**config.mk**
```make
export PLATFORM = sky130hd
export DESIGN_NAME = gqtl_atlas_div
export DESIGN_NICKNAME = d
export VERILOG_FILES = /design/src/rtl/core/gqtl_pkg.sv /design/src/rtl/core/gqtl_atlas_div.sv
export SDC_FILE = /design/constraint.sdc
export NUM_CORES = 1
export LEC_CHECK = 0
export ABC_AREA = 1
export BUFFER_PORTS_ARGS = -buffer_cell sky130_fd_sc_hd__buf_2
export CAP_MARGIN = 20
export CORE_ASPECT_RATIO = 1.25
export CORE_UTILIZATION = 28
export DETAILED_ROUTE_END_ITERATION = 8
export PLACE_DENSITY = 0.54
export SLEW_MARGIN = 15
export SYNTH_ARGS = -nofsm -noshare
export SYNTH_HDL_FRONTEND = slang
export SYNTH_SLANG_ARGS = --single-unit
```
**constraint.sdc**
```tcl
create_clock -name i_clk -period 3.5 [get_ports i_clk]
set_input_delay 0 -clock i_clk [delete_from_list [all_inputs] [get_ports i_clk]]
set_output_delay 0 -clock i_clk [all_outputs]
set_load 0.01 [all_outputs]
```
**src/rtl/core/gqtl_pkg.sv**
```systemverilog
// gqtl_pkg: types and constants shared by the glyph quad text layout block
// used by gqtl_glyph_mem, gqtl_atlas_div and glyph_quad_text_layout
`timescale 1ns / 1ps

package gqtl_pkg;

    localparam int NUM_GLYPHS_DEF = 256;

    localparam int CODE_W   = 8;
    localparam int POS_W    = 32;
    localparam int COORD_W  = 17;
    localparam int COUNT_W  = 16;
    localparam int CFG_W    = 16;
    localparam int OFFS_W   = 12;
    localparam int FRAC_W   = 6;

    // restoring division steps: one overflow bit plus 17 coordinate bits
    localparam int DIV_STEPS = 18;
    localparam int STEP_W    = $clog2(DIV_STEPS);
    localparam int REM_W     = 29;

    localparam logic [COORD_W-1:0] COORD_MAX = 17'd65536;
    localparam logic [CODE_W-1:0]  NEWLINE_CODE = 8'd10;

    typedef enum logic [1:0] {
        MODE_LOAD = 2'd0,
        MODE_CHAR = 2'd1,
        MODE_END  = 2'd2
    } t_mode;

    typedef enum logic [1:0] {
        CFG_CELL_WIDTH  = 2'd0,
        CFG_CELL_HEIGHT = 2'd1,
        CFG_HIGHEST_TOP = 2'd2,
        CFG_QUAD_LIMIT  = 2'd3
    } t_cfg_index;

    typedef enum logic [2:0] {
        ST_IDLE,
        ST_LOOKUP,
        ST_DIVIDE,
        ST_EMIT,
        ST_REPORT
    } t_state;

    typedef struct packed {
        logic [7:0]         w;
        logic [7:0]         h;
        logic signed [7:0]  left;
        logic signed [7:0]  top;
        logic signed [15:0] adv_x;
        logic signed [15:0] adv_y;
    } t_glyph;

    typedef struct packed {
        logic              start;
        logic [OFFS_W-1:0] offset;
        logic [7:0]        cell_size;
    } t_div_req;

    typedef struct packed {
        logic               done;
        logic [COORD_W-1:0] coord;
    } t_div_rsp;

endpackage

```
**src/rtl/core/gqtl_atlas_div.sv**
```systemverilog
// gqtl_atlas_div: serial restoring divider for atlas coordinates
// round(offset * 65536 / (16 * cell)) limited to 1.0; depends on gqtl_pkg
`timescale 1ns / 1ps

module gqtl_atlas_div (
    input  logic               i_clk,
    input  logic               i_rst_n,
    input  gqtl_pkg::t_div_req i_req,
    output gqtl_pkg::t_div_rsp o_rsp
);
    import gqtl_pkg::*;

    localparam logic [STEP_W-1:0] STEP_LAST = STEP_W'(DIV_STEPS - 1);

    logic               r_busy;
    logic [STEP_W-1:0]  r_step;
    logic               r_done;
    logic [REM_W-1:0]   r_rem;
    logic [REM_W-1:0]   r_dvs;
    logic [DIV_STEPS-1:0] r_quo;
    logic [COORD_W-1:0] r_coord;

    logic [REM_W-1:0]     num;
    logic [REM_W:0]       diff;
    logic                 take;
    logic [DIV_STEPS-1:0] quo_next;
    logic                 load;

    // dividend carries the half-divisor rounding term
    assign num      = {1'b0, i_req.offset, 16'd0} + REM_W'({i_req.cell_size, 3'd0});
    assign diff     = {1'b0, r_rem} - {1'b0, r_dvs};
    assign take     = !diff[REM_W];
    assign quo_next = {r_quo[DIV_STEPS-2:0], take};
    assign load     = i_req.start && !r_busy;

    always_ff @(posedge i_clk) begin
        if (!i_rst_n) begin
            r_busy <= 1'b0;
            r_step <= '0;
            r_done <= 1'b0;
        end else begin
            r_done <= 1'b0;
            if (load) begin
                r_step <= '0;
                if (i_req.cell_size == 8'd0) begin
                    r_done <= 1'b1;
                end else begin
                    r_busy <= 1'b1;
                end
            end else if (r_busy) begin
                r_step <= r_step + 1'b1;
                if (r_step == STEP_LAST) begin
                    r_busy <= 1'b0;
                    r_done <= 1'b1;
                end
            end
        end
    end

    always_ff @(posedge i_clk) begin
        if (load) begin
            r_rem   <= num;
            r_dvs   <= {i_req.cell_size, 21'd0};
            r_quo   <= '0;
            r_coord <= '0;
        end else if (r_busy) begin
            if (take) begin
                r_rem <= diff[REM_W-1:0];
            end
            r_dvs <= r_dvs >> 1;
            r_quo <= quo_next;
            if (r_step == STEP_LAST) begin
                r_coord <= (quo_next > DIV_STEPS'(COORD_MAX)) ? COORD_MAX
                                                              : quo_next[COORD_W-1:0];
            end
        end
    end

    assign o_rsp.done  = r_done;
    assign o_rsp.coord = r_coord;

endmodule

```
== Yosys cells after proc, flatten, opt, wreduce, memory -nomap -nowiden ==
Cells that the tools add are included.

* Output and inout port bits: 18
* Input bits: 23
* Register bits: 99
* Logic and storage cells: 38

* Reductions and logical operators: 8
* Bitwise gates (word level): 1
* Magnitude comparators: 1
* Eq/ne operators: 3
* Mux-type cells: 14
* Add/sub/neg operators: 3

{| class="wikitable"
|+ Operators with widths
! operator !! count
|-
| 2-to-1 mux 29 bit || 5
|-
| subtractor 29 x 29 -> 30 bit || 1
|-
| adder 28 x 11 -> 29 bit || 1
|-
| > comparator 18 x 17 -> 1 bit, second input constant || 1
|-
| 2-to-1 mux 17 bit || 1
|-
| zero test 8 bit || 1
|-
| 2-to-1 mux 1 bit || 8
|-
| adder 5 x 1 -> 5 bit, second input constant || 1
|-
| == test 5 bit, second input constant || 1
|-
| AND reduction 2 bit || 2
|-
| zero test 1 bit || 2
|-
| inequality test 2 x 1 -> 1 bit, second input constant || 1
|-
| inequality test 2 bit, second input constant || 1
|-
| nonzero test 2 bit || 1
|-
| OR reduction 2 bit || 1
|-
| logical AND 1 bit || 1
|-
| inverter 1 bit || 1
|}

== Depth between registers and ports, before layout ==
Gate-level depths: netlist of run 1.

* Depth in word-level cells: 4
* Mapped depth: 14
* Depth with buffers taken out: 14

== Worst setup path after synthesis of run 1 ==
Ideal clock, no wire load.

* Path kind: register -> register
* From: reg r_rem[9]
* To: reg r_rem[0], enable pin
* Required time: 3114 ps
* Library setup time: 386 ps
* Buffers on the path: 0
* Arrival: 2038 ps
* Slack: 1075 ps
* Clock period less this slack: 2425 ps
* Cell stages (with the launch flop): 12
* Cells stage by stage: edfxtp_1 > ha_1 > nand2_2 > nor2_4 > inv_2 > nor3_2 > nand2_1 > nand2_2 > nand2_2 > nand2_1 > nand2_1 > nand2_1

* Cells in the longest elaborated chain, start to end: 3

{| class="wikitable"
|+ Ends and longest elaborated chain
! element !! line !! RTL
|-
| start, declared || gqtl_atlas_div.sv:18 || <nowiki>logic [REM_W-1:0] r_rem;</nowiki>
|-
| start signal, assigned || gqtl_atlas_div.sv:62 || <nowiki>r_rem <= num;</nowiki>
|-
| start signal, assigned || gqtl_atlas_div.sv:68 || <nowiki>r_rem <= diff[REM_W-1:0];</nowiki>
|-
| subtractor 29 x 29 -> 30 bit || gqtl_atlas_div.sv:31 || <nowiki>assign diff = {1'b0, r_rem} - {1'b0, r_dvs};</nowiki>
|-
| inequality test 2 x 1 -> 1 bit (no line) || -- ||
|-
| AND reduction 2 bit (no line) || -- ||
|}

No other way between the ends.
A chain may end at the register's enable or synchronous reset.

== Final worst setup path of run 1 ==
* From: reg r_rem[9]
* To: reg r_rem[7], enable pin

The elaborated chain is that of the path after synthesis.

==> out/qor.yml, run 1 <==
synthesis:
  ys_warn_count: 0
  postSynthAreaPerCell_sq_um: 7.58
  post_synth_inst_count: 747
  synth_cell_types: 40
  postSynthNetCount: 802
  synth_largest_area_cell: "dfxtp_1"
  post_synth_main_area_contributors: "dfxtp_1 22%, edfxtp_1 20%, nand2_1 11%, inv_1 7.3%, ha_1 6.8%"
  postSynth.asyncResetShare: 0
  yosysTopAreaCellShare: 0.219
  synth-edff-count: 37
  synth_ff_type: "dfxtp_1"
  postSynthRegisterBits: 99
  synth_area_sq_um: 5660
  ys_seq_area_frac: 0.415
timing:
  setup_viol_count_final: 0
  clock_skew_ns: 0.0116
  setup-tns-final_ns: 0
  rsz0062_at_grt: "false"
  slew_violations: 0
  max_freq_mhz: 404
  max_slew.worst_pin.slew_ns: 0.873
  fin_crit_ns: 2.47
  final-hold-violation-count: 0
  period_share: 0.706
  slew_headroom: 0.417
detailed_routing:
  top_layer: "met4"
  wl_met1_mm: 6.72
  drc_errors: 0
  met2WireLength_mm: 7.33
  routed_wire_length_per_instance_um: 14.1
  drt_iter0_drc: 262
  ant_nets: 0
  routed_wl_mm: 15.1
  drt_pass1_iterations: 5
  num_vias: 4904
  route.detailed.vias_per_inst: 4.60
  met3_length_um: 602
place:
  gp_congestion: 0.880
  dpl.cell_count: 1035
  dp.final_hpwl_mm: 11.2
  port-buffer-count: 40
power_and_ir_drop:
  worst_ir_drop_vdd_uv: 230
  power.combinational.fraction: 0.386
  power.density_nw_per_um2: 620
  static-leakage-power_nw: 2.74
  power_switching_w: 0.00157
  pwr-share-seq: 0.351
  sw_frac_of_total: 0.386
  p_clk_frac: 0.263
  p_int_w: 0.00250
layout:
  multiInputGateArea_sq_um: 2760
  layoutNonFillerInstCount: 1065
  area_growth_from_synthesis_to_layout_pct: 15.9
  fillCellCount: 2124
  layout-drive-gt1-share: 0.134
  layout.cells.most_common_list: "167 x nand2_1, 110 x inv_1, 75 x nor2_1, 62 x dfxtp_1"
  seqCellArea_sq_um: 2350
  fin_nets: 850
  n_antenna_cell: 0
  final_common_cell: "nand2_1"
setup_path:
  critPathKind: "reg -> reg"
  critical_path_arrival_ns: 2.48
  cp.required_ns: 3.51
  setup.worst_path.start_class: "register"
  worstPathMaxFanout: 29
  setup.worst_path.end_class: "register"
status:
  outcome: "completed"
cts:
  clock_latency_ns: 0.36
  cts.root.buffer_cell: "clkbuf_16"
  clock_sink_count: 99
  cts-hold-fix-buffers: 14
  clock_path_buffers: 2
  htree_num_levels: 3
  cts_tree: "done"
  clock_buffer_count_from_cts: 9
  cts_resized: 0
  clkTransAtPathRegs_ns: 0.07
  post_cts_setup_buffers: 0
floorplanning:
  die_w_um: 129
  core_region_area_sq_um: 19600
  area_of_the_die_sq_um: 20800
  ios: 41
  placement_rows: 57
  die_height_um: 161
  floorplan.initialDensity: 0.289
run:
  cap_viol_max_count: 0
grt:
  grt_max_degree: 47
  via_count_of_the_first_global_routing_pass: 4905
  grt_pass1_wl_mm: 24.9
  grt_antenna_before_repair: 0
  grtUsageTotal: 0.155
  total_congestion_overflow_after_global_routing: 0
hold_path:
  worst_hold_path_type: "in -> reg"
==> layout make-up <==
class                   count  share of cell area
multi-input cells         512               0.421
repair buffers             59              0.0576
flip-flops and latches     99               0.358
inverters                 114              0.0652
well taps                 265              0.0505
clock inverters             7              0.0133
clock buffers               9              0.0343
==> synthesized netlist by cell type, drive strengths merged (13+ instances only) <==
cell	number
edfxtp	37
nand3	31
nand2	187
ha	31
dfxtp	62
inv	112
o21ai	28
o22ai	45
nor2	79
a21oi	58
nor3	13
buf	15
==> critical path: stages (launching register included) <==
cell      delay [ns]
edfxtp_1        0.39
ha_1            0.39
nand2_2         0.13
nor2_4          0.15
inv_2           0.05
nor3_2          0.10
nand2_1         0.10
nand2_2         0.11
nand2_2         0.08
nand2_1         0.09
nand2_1         0.06
nand2_1         0.07
buf_4           0.40
==> per-stage QoR <==
step / instance area (sq um) / power (W) / utilization / hold WS [ns] / setup slack (ns)
final: 6560 / 0.00407 / 0.335 / 0.0129 / 1.03
after global routing: 6560 / 0.00438 / 0.335 / 0.0117 / 0.837
after floorplan: 5660 / 0.00262 / - / 0.132 / 1.08
after global placement: 6110 / 0.00300 / 0.312 / 0.270 / 1.03
after CTS: 6560 / 0.00410 / 0.335 / 0.00287 / 1.03
after detailed placement: 6110 / 0.00300 / 0.312 / 0.270 / 1.05
==> state kept, by name (all words and copies together) (netlist names) <==
register  flops
r_dvs        29
r_step        5
r_busy        1
r_done        1
r_rem        29
r_coord      17
r_quo        17
==> cell families (layout without fill, tap and decap cells) <==
family,count (synthesis),count (layout),synth area share
buf+inv,136,189,0.0987
compound gates,143,143,0.150
xor+xnor,5,5,0.00773
flops,99,99,0.415
simple gates,332,332,0.256
fa+ha+maj,32,32,0.0720
==> path summary, 6_finish.rpt <==
| kind | start | endpoint | slack [ns] | cells after the start |
|---|---|---|---|---|
| setup / recovery | r_rem[9] | r_rem[7] | 1.03 | 12 |
| hold / removal | i_req[7] | r_dvs[28] | 0.01 | 3 |
| setup reg to reg | r_rem[9] | r_rem[7] | 1.03 | 12 |
| hold reg to reg | r_coord[2] | r_coord[2] | 0.46 | 2 |
==> power by group through the flow <==
stage / Sequential [W] / Clock (W) / Combinational, W
after floorplan: 0.00144 / 0 / 0.00118
after global placement: 0.00145 / 0 / 0.00155
after CTS: 0.00143 / 0.00110 / 0.00157
after global routing: 0.00144 / 0.00114 / 0.00180
final: 0.00143 / 0.00107 / 0.00157
after detailed placement: 0.00145 / 0 / 0.00155
==> per-layer routing <==
metal,global-route usage,up-vias
li1,-,2571
met1,0.190,2218
met2,0.265,96
met3,0.0262,19
met4,0.0679,0
met5,0,-
Power figures use the tool's default switching activity.
==> run 2: changes to the inputs <==
==> constraint.sdc (replaced) <==
create_clock -name i_clk -period 2.3 [get_ports i_clk]
set_input_delay 0 -clock i_clk [delete_from_list [all_inputs] [get_ports i_clk]]
set_output_delay 0 -clock i_clk [all_outputs]
set_load 0.01 [all_outputs]
==> run 2 against run 1 <==
Compared with the run above: clock-buffer cell count is 1 higher; wire length is 1.9% higher; hold slack better by 0.024 ns; critical path depth stayed put; clock skew is 0.00091 ns lower; die area stayed put; utilization is 1.4 points higher; critical endpoint is now r_rem[14]; largest cell class unchanged.
==> out/qor.yml, run 2 (same netlist as run 1, synthesis figures left out) <==
layout:
  layoutNonFillerInstCount: 1083  # +1.7%
  area_growth_from_synthesis_to_layout_pct: 20.7
  n_antenna_cell: 0  # unchanged
  final_common_cell: "nand2_1"
  fin_nets: 868  # +2.1%
  final_util: 0.349  # +0.0140
  layout.cells.most_common_list: "165 x nand2_1, 110 x inv_1, 75 x nor2_1, 62 x dfxtp_1, 45 x o22ai_1"
  layout-drive-gt1-share: 0.171  # +0.0374
  top_regs: "r_dvs: 29 flops, r_rem: 29 flops"
cts:
  cts_tree: "done"
  clock_latency_ns: 0.36  # about the same
  clock_sink_count: 99  # unchanged
  cts.root.buffer_cell: "clkbuf_16"
  htree_num_levels: 3  # unchanged
  clkTransAtPathRegs_ns: 0.08  # about the same
  clock_path_buffers: 2  # unchanged
  clock_buffer_count_from_cts: 9  # unchanged
grt:
  grt_antenna_before_repair: 0  # unchanged
  grt_max_degree: 38  # -19%
  grtUsageTotal: 0.155  # -0.000183
  via_count_of_the_first_global_routing_pass: 4956  # +1.0%
  total_congestion_overflow_after_global_routing: 0  # unchanged
  grt_pass1_wl_mm: 24.8  # -0.33%
timing:
  slew_headroom: 0.533  # +0.116
  setup-tns-final_ns: 0  # unchanged
  period_share: 0.933  # +0.226
  max_freq_mhz: 466  # +15%
  rsz0062_at_grt: "false"
  slew_violations: 0  # unchanged
  hold_ws_ns: 0.0370  # +0.0241 ns
  clock_skew_ns: 0.0107  # -0.000914 ns
  max_slew.worst_pin.slew_ns: 0.699  # -0.174 ns
  final-hold-violation-count: 0  # unchanged
  setup_viol_count_final: 0  # unchanged
  fin_crit_ns: 2.14  # -0.327 ns
floorplanning:
  die_w_um: 129  # unchanged
  area_of_the_die_sq_um: 20800  # unchanged
  floorplan.initialDensity: 0.289  # unchanged
  placement_rows: 57  # unchanged
  core_region_area_sq_um: 19600  # unchanged
  die_height_um: 161  # unchanged
  ios: 41  # unchanged
setup_path:
  cell_family_with_the_largest_share_of_critical_path_delay: "simple AND/OR/NAND/NOR gates"
  worstReg2RegStart: "r_dvs[26]"
  cpPeakStageDelay_ns: 0.37  # -0.03 ns
  r2r.worst_path.cells: 12  # unchanged
  timing.reg2reg.setup_slack_ns: 0.16  # -0.87 ns
  cp.required_ns: 2.41  # -1.10 ns
  crit_path_top_delay_cell: "edfxtp_1"
  critical_path_arrival_ns: 2.26  # -0.22 ns
  worstPathMaxFanout: 15  # -48%
  crit_chain: "inv_1 -> ha_1 -> buf_4 -> nand2_1 -> a21oi_1 -> nor2_1 -> nand2_1 -> a21oi_2 -> nand2_1 -> nand2_1 -> nand2_2 -> buf_12"
  timing.rr.end: "r_rem[14]"
  critical_path.most_common_cell: "nand2_1"
  setup.worst_path.start_class: "register"
  critPathBufInv: 3  # +1
  setup.worst_path.end_class: "register"
  critPathKind: "reg -> reg"
power_and_ir_drop:
  worst_ir_drop_vdd_uv: 355  # +54%
  static-leakage-power_nw: 2.85  # +3.8%
  power.density_nw_per_um2: 934  # +51%
  post-layout-total-power_w: 0.00639  # +57%
detailed_routing:
  drt_iter0_drc: 272  # +3.8%
  ant_nets: 0  # unchanged
  route.detailed.vias_per_inst: 4.58  # -0.62%
  drc_errors: 0  # unchanged
  routed_wire_length_per_instance_um: 14.2  # +0.21%
  routed_wl_mm: 15.3  # +1.9%
  drt_pass1_iterations: 5  # unchanged
  num_vias: 4956  # +1.1%
hold_path:
  timing.hold.worst_path_depth: 3  # unchanged
  worst_hold_path_type: "in -> reg"
  min_from: "i_req[7]"
  worstHoldEndpoint: "r_dvs[28]"
place:
  dp.final_hpwl_mm: 11.7  # +3.7%
  dpl.cell_count: 1050  # +1.4%
  port-buffer-count: 40  # unchanged
  gp_congestion: 0.907  # +3.1%
run:
  cap_viol_max_count: 0  # unchanged
status:
  outcome: "completed"
## run 2: worst max path at each step
stage / start / depth (start not counted) / to
2_1_floorplan: r_rem[9] / 11 / r_rem[0]
3_3_place_gp: r_rem[0] / 13 / r_rem[20]
3_5_place_dp: r_rem[9] / 12 / r_rem[28]
4_1_cts: r_rem[9] / 12 / r_rem[15]
5_1_grt: r_rem[22] / 10 / r_rem[14]
6_report: r_dvs[26] / 12 / r_rem[14]
## run 2: routing by layer
layer,track usage,wire [um],up-vias,share of wire
li1,-,-,2589,-
met1,0.179,6650,2250,0.43
met2,0.272,7590,94,0.49
met3,0.0417,765,23,0.050
met4,0.0545,336,0,0.022
met5,0,0,-,0
## run 2: cell type report
cell class,instances,area [sq um]
sequential,99,2350
timing repair buffer,77,551
tap,265,332
clock buffer,10,250
multi-input combinational,512,2870
fill,2093,12800
clock inverter,6,53.8
inverter,114,428
## run 2: through the flow
step | instance area [sq um] | setup slack [ns]
finish | 6840 | 0.155
CTS | 6710 | 0.0211
global placement | 6260 | 0.0737
detailed placement | 6260 | 0.0406
floorplan | 5670 | 0.139
global route | 6840 | 0.00567
## run 2: what timing repair did
action / 4_1_cts / 5_1_grt
setup endpoints to repair: 0 / 37
hold endpoints to repair: 14 / 0
setup buffers: 0 / 3
hold buffers: 14 / 0
gates resized for setup: 0 / 21
## run 2: power breakdown
part | internal [W] | switching [W]
clock network | 0.000822 | 0.000731
logic | 0.00101 | 0.00164
registers | 0.00210 | 0.0000833
total | 0.00393 | 0.00245
## run 2: tightest hold or removal path: stages
cell	delay [ns]
buf_2	0.13
inv_1	0.05
nor2_1	0.04
